==> src/rcth_pkg.sv <==
// Shared types and constants for the row c-transform hull engine.
// No dependencies.
`timescale 1ns / 1ps
`default_nettype none
package rcth_pkg;

   localparam int MAX_ROW     = 64;
   localparam int FRAC_BITS   = 16;
   localparam int DATA_W      = 32;
   localparam int IDX_W       = $clog2(MAX_ROW);
   localparam int LEN_W       = IDX_W + 1;
   localparam int M_W         = 2 * LEN_W;
   localparam int Q_W         = FRAC_BITS + 1;
   localparam int NUM_W       = M_W + FRAC_BITS + 1;
   localparam int NSQ_W       = 2 * LEN_W - 1;
   localparam int DEN_W       = NSQ_W + 2;
   localparam int PROD_W      = DATA_W + NSQ_W + 3;
   localparam int QUEUE_DEPTH = 4;
   localparam int QPTR_W      = $clog2(QUEUE_DEPTH);

   localparam logic [LEN_W-1:0] ROW_LEN_RESET = LEN_W'(MAX_ROW);
   localparam logic [LEN_W-1:0] ROW_LEN_MIN   = LEN_W'(2);

   typedef struct packed {
      logic [DATA_W-1:0] sample;
      logic [IDX_W-1:0]  idx;
      logic              last;
      logic [LEN_W-1:0]  len;
   } word_type;

   typedef struct packed {
      logic [IDX_W-1:0]         idx;
      logic signed [DATA_W-1:0] val;
   } vertex_type;

   typedef enum logic [4:0] {
      B_IDLE, B_R0, B_R1, B_R2, B_RD, B_LD, B_MUL, B_CMP, B_POP,
      B_W0, B_W1, B_W2, B_CHK, B_WCMP, B_ADV, B_TM, B_TG, B_TW
   } back_state_type;

   function automatic logic signed [DATA_W:0] sdiff(input logic signed [DATA_W-1:0] a,
                                                   input logic signed [DATA_W-1:0] b);
      logic signed [DATA_W:0] ae;
      logic signed [DATA_W:0] be;
      ae = (DATA_W+1)'(a);
      be = (DATA_W+1)'(b);
      return ae - be;
   endfunction

endpackage
`default_nettype wire

==> src/rcth_queue.sv <==
// Short word queue between the front end and the back end.
// Depends on rcth_pkg.
`timescale 1ns / 1ps
`default_nettype none
module rcth_queue import rcth_pkg::*; (
   input  wire logic     clock,
   input  wire logic     reset,
   input  wire logic     push,
   input  word_type      push_word,
   input  wire logic     pop,
   output word_type      head,
   output logic          empty,
   output logic          full
);

   word_type             slot_ff [QUEUE_DEPTH];
   logic [QPTR_W-1:0]    wr_ff, wr_in;
   logic [QPTR_W-1:0]    rd_ff, rd_in;
   logic [QPTR_W:0]      count_ff, count_in;

   always_comb begin
      empty    = (count_ff == '0);
      full     = (count_ff == (QPTR_W+1)'(QUEUE_DEPTH));
      head     = slot_ff[rd_ff];
      wr_in    = push ? wr_ff + QPTR_W'(1) : wr_ff;
      rd_in    = pop ? rd_ff + QPTR_W'(1) : rd_ff;
      count_in = count_ff + (QPTR_W+1)'(push) - (QPTR_W+1)'(pop);
   end

   always_ff @(posedge clock) begin
      if (push) begin
         slot_ff[wr_ff] <= push_word;
      end
   end

   always_ff @(posedge clock) begin
      if (reset) begin
         wr_ff    <= '0;
         rd_ff    <= '0;
         count_ff <= '0;
      end else begin
         wr_ff    <= wr_in;
         rd_ff    <= rd_in;
         count_ff <= count_in;
      end
   end

endmodule
`default_nettype wire

==> config.mk <==
export PLATFORM = sky130hd
export DESIGN_NAME = rcth_queue
export DESIGN_NICKNAME = d
export VERILOG_FILES = /design/src/rcth_pkg.sv /design/src/rcth_queue.sv
export SDC_FILE = /design/constraint.sdc
export NUM_CORES = 1
export LEC_CHECK = 0
export BUFFER_PORTS_ARGS = -buffer_cell sky130_fd_sc_hd__buf_4
export CORE_ASPECT_RATIO = 0.7
export CORE_MARGIN = 1.5
export CORE_UTILIZATION = 51
export DETAILED_ROUTE_END_ITERATION = 16
export GPL_ROUTABILITY_DRIVEN = 0
export GPL_TIMING_DRIVEN = 0
export PLACE_DENSITY = 0.78
export SLEW_MARGIN = 20
export SYNTH_ARGS = -nofsm -noshare
export SYNTH_HDL_FRONTEND = slang
export SYNTH_SLANG_ARGS = --single-unit
==> constraint.sdc <==
create_clock -name clock -period 4.11 [get_ports clock]
set_clock_uncertainty 0.2 [all_clocks]
set_input_delay 0.6165 -clock clock [delete_from_list [all_inputs] [get_ports clock]]
set_output_delay 0.6165 -clock clock [all_outputs]
set_load 0.1 [all_outputs]
-- After elaboration in Yosys (flattened, before gate mapping)
Memories as Yosys holds them, arrays and structs flattened. A register that Yosys moved wholly into a read port is not among the register bits.
Index checks and enable logic that the tools add are counted.
- multipliers: 0
- order comparisons: 0
- add/subtract/negate cells: 4
- divide/modulo/power cells: 0
- equality and inequality tests: 1
- bitwise gates (word level): 0
- reduce and logical (&&, ||, !) cells: 1
- shifts and indexed selects: 0
- mux-type cells: 4
- operators with widths (kind ; count):
    $add A2 B1 Y2 const B ; 2
    $mux W2 ; 2
    $add A3 B1 Y3 ; 1
    $eq A3 B3 Y1 const B ; 1
    $logic_not A3 Y1 ; 1
    $sub A3 B1 Y3 ; 1
    $mux W1 ; 2
- bits in latches: 0
- memory bits (writable): 184
- register bits after elaboration: 7
- output and inout port bits: 48
- input bits: 50
- memories kept: 1
- memory bits (read-only): 0
- word-level logic and storage cells: 14
- memory list (name ; words ; bits a word ; read ports ; clocked after Yosys merged registers in ; write ports ; line ; text):
    slot_ff ; 4 ; 46 ; 1 ; 1 ; 1 ; rcth_queue.sv:16 ; word_type slot_ff [QUEUE_DEPTH];

-- Logic depth before layout (Yosys ltp)
- depth in word-level cells: 3
- depth in mapped cells: 7
- gate-level depth less buffers: 7

-- Worst setup path before layout
OpenSTA, ideal clock, no wires.
- path kind: reg-to-output
- start: register count_ff[1]
- end: output empty
- cell stages (with the launch flop): 2
- data arrival time: 2392 ps
- path slack: 901 ps
- data required time: 3293 ps
- path buffers: 0
- cells stage by stage: dfxtp_1 nor3_1
- cells in the longest elaborated chain, start to end: 1
- RTL lines (element ; line ; text):
    start, declared ; rcth_queue.sv:19 ; logic [QPTR_W:0] count_ff, count_in;
    start signal, assigned ; rcth_queue.sv:44 ; count_ff <= count_in;
    $logic_not A3 Y1 ; rcth_queue.sv:22 ; empty = (count_ff == '0);
    end, declared ; rcth_queue.sv:12 ; output logic empty,
No other way between the ends.

==> metrics <==
outcome complete, no violations; fin. max-slew vios 0; Max Root-Sink Buffers 2; synthesis-stage register bit count between 150 and 200; Synth area leaders edfxtp_1 77%, mux4_2 13%, dfxtp_1 2.5%; crit path DAT ~2000 ps; CTS tree built; later-pin clock latency in the skew report 410 ps; Residual DRC 0; Starting Density 0.533; first-pass GRT wire length 18.4 mm; CTS buffer count 17; slowest cell delay on critical path 380 ps; r2r startpoint count_ff[0]; Synth Flop Type edfxtp_1; Overall Global Routing Usage 0.177; CTS sink cnt between 150 and 200; layout cells sized above 1 0.440; placed cell count 564; critical path capture point type primary output; mean post-synth cell area 25.3 sq um; Vias/cell 5.34; Worst Tran Pin Value ~730 ps; EDFF count, synth between 150 and 200; Total Wirelength 12.1 mm; Ant. Diodes 0; Crit-path slowest cell mux4_2; RSZ-0062 raised after global routing false; maximum vdd drop 0.000363 V; # hold bufs at CTS 0; Fin. Hold Viols 0; core footprint between 10000 and 15000 sq um; Async SR Flop Fraction 0; die area 14700 sq um; IO Pins 98; Gate Count Post-Synth approximately 280; DP Wirelength ~7.0 mm; vias in the first global route 3372; Mapped Area 7140 sq um; Die Wd roughly 140 microns; Critical Path, Cell by Cell clkbuf_2 -> buf_2 -> mux4_2 -> buf_4; Cell Rows 35; Slew HR 0.515; Period Utilization, post-route 0.675; gr ovfl total 0; Max Clk Rate between 0.3 and 0.4 GHz; Nets 455; Final min period 2770 ps; Final Setup Violations 0; Yosys cell types 22; most frequent cells in the layout 184 x edfxtp_1, 97 x buf_4, 40 x mux4_2; height of the die roughly 100 microns; Routed Antenna Nets 0; largest net degree at the start of global routing between 40 and 50; CP startpoint kind register; DRT iter0 DRCs 137; non-filler cells, final 594; warnings from Yosys 0; DR WL/cell 20.3 microns; Initial DRT Pass Iterations 4; Core Util, Final 0.652; vias 3169; post-CTS repair timing setup buffer count 0; syn nets roughly 340; area leader, netlist edfxtp_1; most common cell after layout, fill and taps aside edfxtp_1; root buffer cell clkbuf_16; max cap viols 0; Worst Path Max Fanout 10; PwrDens between 500 and 600 nW/um^2; Fin Setup TNS 0 ps; IO buf count 97; PostCTS Resize Cnt 0; H-tree Lvls 4; HP Class primary input to register; Crit path required time roughly 3300 ps; hold wc startpoint push_word[9]; CTS clock-pin slew for the worst setup and hold paths 70 ps; Leak approximately 3.0 nW; area grow syn2layout 22.4%; antenna violations before repair 0; part of the Yosys area used for sequential elements 0.799; Synth top area share 0.774; Crit Path Category register to primary output
-- synthesized netlist by cell type (all sizes together), types with 2 or more instances --
library cell  number
nor2b              2
nor2               5
ha                 6
edfxtp           184
and2               4
dfxtp              9
xnor2              2
buf                9
inv                6
mux4              46
-- final timing paths --
| kind | endpoint | slack [ps] | cells after the start |
|---|---|---|---|
| setup / recovery | head[31] | 1340 | 4 |
| setup reg to reg | count_ff[2] | 2140 | 7 |
| hold reg to reg | register | 340 | 2 |
| hold / removal | slot_ff[2][9] | 190 | 1 |
-- power by group --
group          switching [mW]  internal, mW
registers              0.0279          2.26
logic                   0.743         0.273
clock network           0.687          1.08
total                    1.46          3.61
-- metal layers --
layer  vias to the layer above  track usage  share of wire
met4                         0       0.0629         0.0063
met1                      1648        0.227           0.43
met3                         7       0.0614          0.068
li1                       1418            -              -
met2                        96        0.288           0.49
met5                         -            0              0
-- registers in the layout (all words and copies together), names as in the netlist, named ones only --
| name | cells |
|---|---|
| slot_ff | 184 |
| count_ff | 3 |
| rd_ff | 2 |
| wr_ff | 2 |
-- layout make-up --
class	count	area [sq um]
buffer	10	116
clock buffer	18	429
clock inverter	12	203
fill	900	4660
inverter	6	22.5
multi-input combinational	73	1310
sequential	193	5710
tap	185	231
timing repair buffer	97	728
-- worst max-delay path: cells and delay by family (launching register included) --
kind / cells / cell delay, ps
flip-flops: 1 / 310
buffers and inverters: 3 / 850
multiplexers: 1 / 380
-- per-stage QoR --
| stage | setup WS, ps | hold WS [ps] | power, mW | area [sq um] |
|---|---|---|---|---|
| 5_1_grt | 1250 | 175 | 5.22 | 8740 |
| 3_3_place_gp | 838 | 311 | 3.34 | 8100 |
| 3_5_place_dp | 1750 | 338 | 3.35 | 8110 |
| 6_report | 1340 | 190 | 5.07 | 8740 |
| 4_1_cts | 1280 | 175 | 5.11 | 8740 |
| 2_1_floorplan | 901 | 292 | 3.12 | 7140 |
-- cells by family (layout without fill, tap and decap cells) --
kind of cell / Yosys count / after routing / share of synthesized area
DFF: 193 / 193 / 0.799
adders and majority gates: 7 / 7 / 0.0133
xor gates and xnor gates: 3 / 3 / 0.00578
muxes: 47 / 47 / 0.150
and+or+nand+nor: 14 / 14 / 0.0105
AOI/OAI and AO/OA: 2 / 2 / 0.00210
buffers and inverters: 16 / 143 / 0.0195
Note: power is estimated with default switching activity, not from simulation.
