===== config.mk =====
export PLATFORM = sky130hd
export DESIGN_NAME = rcth_front
export DESIGN_NICKNAME = d
export VERILOG_FILES = /design/src/rcth_pkg.sv /design/src/rcth_front.sv
export SDC_FILE = /design/constraint.sdc
export NUM_CORES = 1
export LEC_CHECK = 0
export BUFFER_PORTS_ARGS = -buffer_cell sky130_fd_sc_hd__buf_2
export CAP_MARGIN = 0
export CORE_ASPECT_RATIO = 0.6
export CORE_MARGIN = 1.5
export CORE_UTILIZATION = 40
export CTS_BUF_LIST = sky130_fd_sc_hd__clkbuf_8 sky130_fd_sc_hd__clkbuf_16
export CTS_CLUSTER_SIZE = 25
export DETAILED_ROUTE_END_ITERATION = 6
export PLACE_DENSITY = 0.76
export SETUP_SLACK_MARGIN = 0.15
export SLEW_MARGIN = 10
export SYNTH_ARGS = -nofsm -noshare
export SYNTH_HDL_FRONTEND = slang
export SYNTH_SLANG_ARGS = --single-unit

===== constraint.sdc =====
create_clock -name clock -period 7.48 [get_ports clock]
set_clock_uncertainty 0.2 [all_clocks]
set_input_delay 0 -clock clock [delete_from_list [all_inputs] [get_ports clock]]
set_output_delay 0 -clock clock [all_outputs]
set_load 0.02 [all_outputs]

===== src/rcth_pkg.sv =====
// Shared types and constants for the row c-transform hull engine.
// No dependencies.
`timescale 1ns / 1ps
`default_nettype none
package rcth_pkg;

   localparam int MAX_ROW     = 64;
   localparam int FRAC_BITS   = 16;
   localparam int DATA_W      = 32;
   localparam int IDX_W       = $clog2(MAX_ROW);
   localparam int LEN_W       = IDX_W + 1;
   localparam int M_W         = 2 * LEN_W;
   localparam int Q_W         = FRAC_BITS + 1;
   localparam int NUM_W       = M_W + FRAC_BITS + 1;
   localparam int NSQ_W       = 2 * LEN_W - 1;
   localparam int DEN_W       = NSQ_W + 2;
   localparam int PROD_W      = DATA_W + NSQ_W + 3;
   localparam int QUEUE_DEPTH = 4;
   localparam int QPTR_W      = $clog2(QUEUE_DEPTH);

   localparam logic [LEN_W-1:0] ROW_LEN_RESET = LEN_W'(MAX_ROW);
   localparam logic [LEN_W-1:0] ROW_LEN_MIN   = LEN_W'(2);

   typedef struct packed {
      logic [DATA_W-1:0] sample;
      logic [IDX_W-1:0]  idx;
      logic              last;
      logic [LEN_W-1:0]  len;
   } word_type;

   typedef struct packed {
      logic [IDX_W-1:0]         idx;
      logic signed [DATA_W-1:0] val;
   } vertex_type;

   typedef enum logic [4:0] {
      B_IDLE, B_R0, B_R1, B_R2, B_RD, B_LD, B_MUL, B_CMP, B_POP,
      B_W0, B_W1, B_W2, B_CHK, B_WCMP, B_ADV, B_TM, B_TG, B_TW
   } back_state_type;

   function automatic logic signed [DATA_W:0] sdiff(input logic signed [DATA_W-1:0] a,
                                                   input logic signed [DATA_W-1:0] b);
      logic signed [DATA_W:0] ae;
      logic signed [DATA_W:0] be;
      ae = (DATA_W+1)'(a);
      be = (DATA_W+1)'(b);
      return ae - be;
   endfunction

endpackage
`default_nettype wire


===== src/rcth_front.sv =====
// Front end: takes samples, holds the row length register, tags each word
// with its index, last flag and length. Depends on rcth_pkg.
`timescale 1ns / 1ps
`default_nettype none
module rcth_front import rcth_pkg::*; (
   input  wire logic              clock,
   input  wire logic              reset,
   input  wire logic              start,
   input  wire logic [DATA_W-1:0] req_sample,
   input  wire logic              csr_we,
   input  wire logic [LEN_W-1:0]  csr_wdata,
   input  wire logic              q_full,
   output logic                   busy,
   output logic                   push,
   output word_type               word
);

   logic [LEN_W-1:0] row_length_ff, row_length_in;
   logic [LEN_W-1:0] load_count_ff, load_count_in;
   logic [LEN_W-1:0] len;
   logic [LEN_W-1:0] idx;
   logic             last;

   always_comb begin
      if (row_length_ff < ROW_LEN_MIN) begin
         len = ROW_LEN_MIN;
      end else if (row_length_ff > LEN_W'(MAX_ROW)) begin
         len = LEN_W'(MAX_ROW);
      end else begin
         len = row_length_ff;
      end
      idx  = (load_count_ff >= len) ? '0 : load_count_ff;
      last = ((idx + LEN_W'(1)) == len);
      busy = q_full;
      push = start & ~q_full;
      word.sample = req_sample;
      word.idx    = idx[IDX_W-1:0];
      word.last   = last;
      word.len    = len;
      row_length_in = csr_we ? csr_wdata : row_length_ff;
      load_count_in = load_count_ff;
      if (csr_we) begin
         load_count_in = '0;
      end else if (push) begin
         load_count_in = last ? '0 : idx + LEN_W'(1);
      end
   end

   always_ff @(posedge clock) begin
      if (reset) begin
         row_length_ff <= ROW_LEN_RESET;
         load_count_ff <= '0;
      end else begin
         row_length_ff <= row_length_in;
         load_count_ff <= load_count_in;
      end
   end

endmodule
`default_nettype wire


**Yosys cells after proc, flatten, opt, wreduce, memory -nomap -nowiden**

Index checks and enable logic that the tools add are counted.

- Register bits: 14
- Input bits: 44
- Output and inout port bits: 48
- Logic and storage cells: 14

- Add/sub/neg operators: 1
- $lt $le $gt $ge: 3
- Eq/ne operators: 1
- Muxes and demuxes: 4
- Bitwise operators: 2
- Reduce and logical (&&, ||, !) cells: 1

Operators by type and width:

| operator | number |
|---|---|
| $mux W7 | 4 |
| $add A7 B1 Y7 const B | 1 |
| $eq A7 B7 Y1 | 1 |
| $ge A7 B7 Y1 | 1 |
| $gt A7 B7 Y1 const B | 1 |
| $lt A7 B2 Y1 const B | 1 |
| $reduce_or A2 Y1 | 1 |
| $and A1 B1 Y1 | 1 |
| $not A1 Y1 | 1 |

**Depth between registers and ports, before layout**

Gate-level depths: netlist (run 1).

- Word-level depth: 8
- Gate-level depth with buffers: 17
- Gate-level depth less buffers: 17

**Least setup slack after synthesis (run 1)**

OpenSTA, ideal clock, no wires.

- Path kind: reg2reg
- From: register row_length_ff[2]
- To: register load_count_ff[3]
- Setup time: 0.127 ns
- Arrival time: 4.376 ns
- Required time: 7.153 ns
- Setup slack: 2.777 ns
- Stages on the path, launching flop included: 18
- Path buffers: 0
- Clock period less this slack: 4.703 ns
- Path through: dfxtp_1 nor4_4 a21o_1 inv_1 ha_1 nor2b_1 nor3_2 o31ai_4 and3_1 ha_1 nand3_1 o21a_1 or2_2 o31ai_1 a211oi_2 nor4_4 nor2_2 or3_1

RTL lines:

| what | line | source |
|---|---|---|
| start, declared | rcth_front.sv:18 | `logic [LEN_W-1:0] row_length_ff, row_length_in;` |
| start signal, assigned | rcth_front.sv:54 | `row_length_ff <= row_length_in;` |
| end signal, assigned | rcth_front.sv:55 | `load_count_ff <= load_count_in;` |
| end, declared | rcth_front.sv:19 | `logic [LEN_W-1:0] load_count_ff, load_count_in;` |

**Worst setup path in the final report (run 1)**

- From: register row_length_ff[3]
- To: register load_count_ff[3]

- Cells in the longest elaborated chain, start to end: 8
- Elaborated cells on any way between the ends: 9
- Those cells by class: add/sub: 1; order compare: 3; eq/ne: 1; mux: 4

Ends and longest elaborated chain:

| what | line | source |
|---|---|---|
| $gt A7 B7 Y1 | rcth_front.sv:27 | `end else if (row_length_ff > LEN_W'(MAX_ROW)) begin` |
| $mux W7 | rcth_front.sv:27 |  |
| $mux W7 (*) | rcth_front.sv:25 | `if (row_length_ff < ROW_LEN_MIN) begin` |
| $ge A7 B7 Y1 | rcth_front.sv:32 | `idx = (load_count_ff >= len) ? '0 : load_count_ff;` |
| $mux W7 | rcth_front.sv:32 |  |
| $add A7 B1 Y7 | rcth_front.sv:33, rcth_front.sv:45 |  |
| $eq A7 B7 Y1 | rcth_front.sv:33 | `last = ((idx + LEN_W'(1)) == len);` |
| $mux W7 (*) | rcth_front.sv:45 | `load_count_in = last ? '0 : idx + LEN_W'(1);` |

Mark *: on every way between the ends. The rest lies on a longest branch, timed or not.
A chain may end at the register's enable or synchronous reset.

==> results of run 1 <==
==> path summary, 6_finish.rpt <==
path / to / cells past startpoint
max: load_count_ff[3] / 17
min: busy / 2
max reg2reg: load_count_ff[3] / 17
min reg2reg: load_count_ff[5] / 2
==> stage by stage <==
step | util (%) | cells | worst slack, ns
floorplan | - | 185 | 2.777
global placement | 40.25 | 215 | 2.666
detailed placement | 40.25 | 215 | 2.431
CTS | 57.25 | 271 | 2.390
global route | 57.25 | 271 | 1.980
finish | 57.25 | 271 | 2.259
==> registers in the layout, summed over array words and instances, names as in the netlist <==
name,flops
row_length_ff,7
load_count_ff,7
==> routing by layer <==
layer / up-vias / track usage, % / wire length (µm)
met5: - / 0 / 0
met4: 0 / 6.609 / 110
met3: 16 / 4.815 / 528
met2: 105 / 29.44 / 1837
met1: 667 / 32.07 / 1819
li1: 688 / - / -
==> power breakdown <==
| group | total (mW) | internal, mW | switching, mW |
|---|---|---|---|
| clock network | 0.0600 | 0.0355 | 0.0245 |
| logic | 0.0732 | 0.0343 | 0.0389 |
| registers | 0.0815 | 0.0772 | 0.00426 |
| total | 0.215 | 0.147 | 0.0677 |
==> worst max-delay path, cell delays in order (launching register included) <==
cell and delay, ns:
dfxtp_1 0.37, nor4_4 0.39, a21o_1 0.20, inv_1 0.07
ha_1 0.29, nor2b_1 0.17, a21oi_1 0.10, o31ai_4 0.40
and3_1 0.32, ha_1 0.29, nand3_1 0.23, o21a_1 0.26
or2_2 0.32, o31ai_1 0.33, a211oi_2 0.14, nor4_4 0.58
nor2_2 0.07, or3_1 0.36
==> final cells by class <==
type / instances / area share [%]
clock buffers: 3 / 2.144
inverters: 13 / 2.534
flip-flops and latches: 14 / 14.55
multi-input cells: 116 / 43.27
repair buffers: 80 / 34.57
well taps: 45 / 2.924
==> cell families after synthesis <==
logic type / after synthesis / share of synthesized area, %
mux: 7 / 4.811
xor+xnor: 5 / 4.983
buf+inv: 55 / 23.54
fa+ha+maj: 7 / 6.013
flops: 14 / 19.24
compound gates: 27 / 14.09
simple gates: 70 / 27.32
==> Yosys cell counts (2+ instances only) <==
master and n:
nor2_1 16, ha_1 7, a21o_1 2, nor4_1 2
o2111ai_1 2, a21oi_1 9, inv_1 13, and2_1 2
o31ai_1 2, and3_1 4, clkbuf_1 6, nand2_1 14
nand3_1 6, o21ai_0 2, or3_1 5, nor3_1 2
nor4_4 2, xnor2_1 2, dfxtp_1 14, nand2b_1 2
or2_2 3, and3_2 3, nand4_1 2, mux2i_1 7
buf_4 34, a2bb2oi_1 3
==> qor.yml, run 1 <==
p_leak_nw: 0.9046
status: "complete, no violations"
routed-via-count: 1476
gr-total-overflow: 0
track_usage_pct: 21.30
cts_made_buffers: 3
syn_inst: 185
timing.rr.start: "row_length_ff[3]"
synth_top_area_share_pct: 19.24
crit_type: "reg -> reg"
cp-startpoint: "row_length_ff[3]"
seq_area_frac_synth_pct: 19.24
hold_start: "q_full"
diodes: 0
min_period_over_period_pct: 69.80
cp-end-kind: "register"
drt-pass1-iter-count: 4
antenna_found_initial: 0
htree_num_levels: 1
synth-edff-count: 0
fp.coreArea_mm2: 0.003363
multi_input_area_um2: 833.3
async_reset_ff_share_pct: 0
synth_top_area_cell: "dfxtp_1"
fill_cells: 306
ant_nets: 0
avgSynthCellArea_um2: 7.872
ir_worst_vdd_mv: 0.1116
power.density_mw_per_mm2: 111.5
worst_ep_required_time_ns: 7.41
drc: 0
fmax_ghz: 0.1915
final_common_cell: "dlygate4sd3_1"
worst_pin_slew_ns: 0.5531
clk_path_buf_depth: 2
grt_pass1_wl_mm: 6.410
synth.net_count: 236
worstSkewPairLatency_ns: 0.24
cts_root_buf: "clkbuf_8"
cp_data_arrival_time_ns: 5.15
nets: 279
synth-seq-cells: 14
design_area_mm2: 0.001926
layout_common_cells: "dlygate4sd3_1, buf_2, nor2_1"
drt_iter0_markers: 149
boundaryPins: 92
area_growth_pct: 32.22
synthFlopType: "dfxtp_1"
start_kind: "register"
min_period_ns: 5.221
avgRoutedWirePerCell_um: 15.85
cts_sinks: 14
dieHeight_um: 49.74
start_util_pct: 43.30
grt_pass1_vias: 1268
setup-tns-final_ns: 0
synth.distinct_cells: 45
finalSetupViolations: 0
die_area_mm2: 0.004024
p_total_mw: 0.2147
placed_area_mm2: 0.001354
synth_area_mm2: 0.001456
num_rows: 16
post_cts_resized: 0
clkTransAtPathRegs_ns: 0.06
ys_warn_count: 0
ff_latch_area_um2: 280.3
drive_above_1_share_pct: 19.47
critPathMaxFanout: 10
rrSetupSlack_ns: 2.26
hold_ws_ns: 0.02805
slew_headroom_pct: 62.85
post_drt_via_cell_ratio: 5.446
drv_cap: 0
die-width_um: 80.90
hp-class: "in -> out"
place.gp.congestion: 0.9191
cts_hold_buf: 53
maxSlewViolCount: 0
rsz0062_at_grt: "no"
hpwl_mm: 2.549
grt_max_degree: 11
hold_viol_final: 0
cts_tree: "yes"
synthTopCellsByArea: "dfxtp_1, buf_4, ha_1"
post_cts.repair.setup_buffers: 0
port_buffers: 27
routed_wl_mm: 4.295
(Power assumes the default switching activity.)
==> run 2: changes to the inputs <==
--- a/config.mk
+++ b/config.mk
@@ -9,11 +9,11 @@
 export CAP_MARGIN = 0
 export CORE_ASPECT_RATIO = 0.6
 export CORE_MARGIN = 1.5
-export CORE_UTILIZATION = 40
+export CORE_UTILIZATION = 39
 export CTS_BUF_LIST = sky130_fd_sc_hd__clkbuf_8 sky130_fd_sc_hd__clkbuf_16
 export CTS_CLUSTER_SIZE = 25
 export DETAILED_ROUTE_END_ITERATION = 6
-export PLACE_DENSITY = 0.76
+export PLACE_DENSITY = 0.77
 export SETUP_SLACK_MARGIN = 0.15
 export SLEW_MARGIN = 10
 export SYNTH_ARGS = -nofsm -noshare
==> constraint.sdc (replaced) <==
create_clock -name clock -period 4.7 [get_ports clock]
set_clock_uncertainty 0.2 [all_clocks]
set_input_delay 0 -clock clock [delete_from_list [all_inputs] [get_ports clock]]
set_output_delay 0 -clock clock [all_outputs]
set_load 0.02 [all_outputs]
==> run 2 against run 1 <==
- total power rose by 76%
- first-iteration DRC count fell by 21%
- die area rose by 2.4%
- clock-buffer cell count rose by 1
- maximum frequency rose by 20%
- largest power group unchanged
- cell count rose by 3.0%
- register-to-register slack got worse by 1.9 ns
- non-clock buffer count rose by 7
- largest cell class unchanged
- utilization rose by 2.6 points
- clock power rose by 110%
- critical path depth rose by 1
==> qor.yml, run 2 (same netlist as run 1, synthesis figures left out) <==
track_usage_pct: 21.12
fp.coreArea_mm2: 0.003403
cp_top_family: "simple AND/OR/NAND/NOR gates"
maxSlewViolCount: 0
clkTransAtPathRegs_ns: 0.07
drt_iter0_markers: 118
min_period_ns: 4.334
grt_max_degree: 11
cts_tree: "yes"
worst_pin_slew_ns: 0.4426
avgRoutedWirePerCell_um: 16.09
slowest_stage: "dfxtp_1"
worst_ep_required_time_ns: 4.64
diodes: 0
slew_headroom_pct: 70.46
power.density_mw_per_mm2: 185.2
final_common_cell: "dlygate4sd3_1"
layout_common_cells: "dlygate4sd3_1, buf_2, nor2_1"
met1_usage_pct: 28.35
nets: 286
use_met3_pct: 4.545
finalSetupViolations: 0
p_leak_nw: 0.9419
dieHeight_um: 50.34
place.gp.congestion: 0.8605
hold_ws_ns: 0.02752
cp-end-kind: "register"
placed_area_mm2: 0.001388
min_period_over_period_pct: 92.22
post_drt_via_cell_ratio: 5.305
ir_worst_vdd_mv: 0.1193
hold_viol_final: 0
grt_pass1_vias: 1296
antenna_found_initial: 0
cts_root_buf: "clkbuf_8"
ant_nets: 0
global_route.usage.met2_pct: 33.74
routed_wl_mm: 4.490
design_area_mm2: 0.002036
drive_above_1_share_pct: 24.79
start_util_pct: 42.79
gr-total-overflow: 0
status: "complete, no violations"
clk_path_buf_depth: 2
max_stage_delay_ns: 0.38
hpwl_mm: 2.567
worstSkewPairLatency_ns: 0.25
cp_num_buf_inv: 2
routed-via-count: 1480
area_growth_pct: 39.78
start_kind: "register"
reg_top3: "load_count_ff: 7 flops, row_length_ff: 7 flops"
path_common_cell: "nor4_4"
port_buffers: 27
drc: 0
die_area_mm2: 0.004122
critPathMaxFanout: 5
cts_made_buffers: 3
cp_data_arrival_time_ns: 4.28
drv_cap: 0
fmax_ghz: 0.2307
boundaryPins: 92
hp-class: "in -> out"
htree_num_levels: 1
drt-pass1-iter-count: 4
crit_type: "reg -> reg"
cts_sinks: 14
busiest_layer: "met2"
die-width_um: 81.89
crit_chain: "nor4_4 > a21o_1 > inv_1 > ha_1 > nor2b_2 > a21oi_1 > o31ai_4 > and3_4 > ha_4 > nand3_4 > o21a_1 > or2_2 > o31ai_2 > a211oi_2 > nor4_4 > buf_4 > nor2_2 > or3_1"
setup-tns-final_ns: 0
rsz0062_at_grt: "no"
num_rows: 16
grt_pass1_wl_mm: 6.486
run 2: where the power goes:
part | switching, mW | internal, mW
Combinational | 0.0640 | 0.0590
Clock | 0.0502 | 0.0744
Sequential | 0.00683 | 0.123
Total | 0.121 | 0.256
run 2: worst paths after layout:
| path | slack [ns] | cells after the start | start | endpoint |
|---|---|---|---|---|
| min | 0.03 | 2 | q_full | busy |
| max | 0.37 | 18 | row_length_ff[3] | load_count_ff[3] |
| max reg2reg | 0.37 | 18 | row_length_ff[3] | load_count_ff[3] |
| min reg2reg | 0.33 | 2 | load_count_ff[5] | load_count_ff[5] |
run 2: cell type report:
type	instances	area, µm²
tap	45	56.30
multi-input combinational	116	877.1
inverter	13	48.80
sequential	14	280.3
timing repair buffer	87	718.2
fill	296	1368
clock buffer	4	55.05
run 2: worst reg2reg max path: stages (launching register included):
cell      delay (ns)
dfxtp_1         0.38
nor4_4          0.32
a21o_1          0.18
inv_1           0.06
ha_1            0.30
nor2b_2         0.14
a21oi_1         0.08
o31ai_4         0.26
and3_4          0.24
ha_4            0.17
nand3_4         0.11
o21a_1          0.22
or2_2           0.32
o31ai_2         0.28
a211oi_2        0.13
nor4_4          0.26
buf_4           0.19
nor2_2          0.04
or3_1           0.35
run 2: what timing repair did:
action,4_1_cts,5_1_grt
setup endpoints to repair,4,8
setup buffers,2,2
resized for setup,0,6
pin swaps,2,5
hold buffers,53,0
hold endpoints to repair,39,0
run 2: metrics by stage:
stage	instances	setup WS (ns)	util [%]	total power, mW
6_report	279	0.3659	59.82	0.3770
5_1_grt	279	0.1185	59.82	0.3872
4_1_cts	277	0.1543	58.42	0.3693
3_5_place_dp	218	0.1617	40.77	0.1889
3_3_place_gp	218	0.2850	40.77	0.1880
2_1_floorplan	185	0.1724	-	0.2136
run 2: per-layer routing:
metal,up-vias,share of wire (%),wire length (µm)
met4,0,1.3,57
met3,6,9.2,415
met5,-,0,0
met1,683,41,1828
met2,90,49,2188
li1,701,-,-
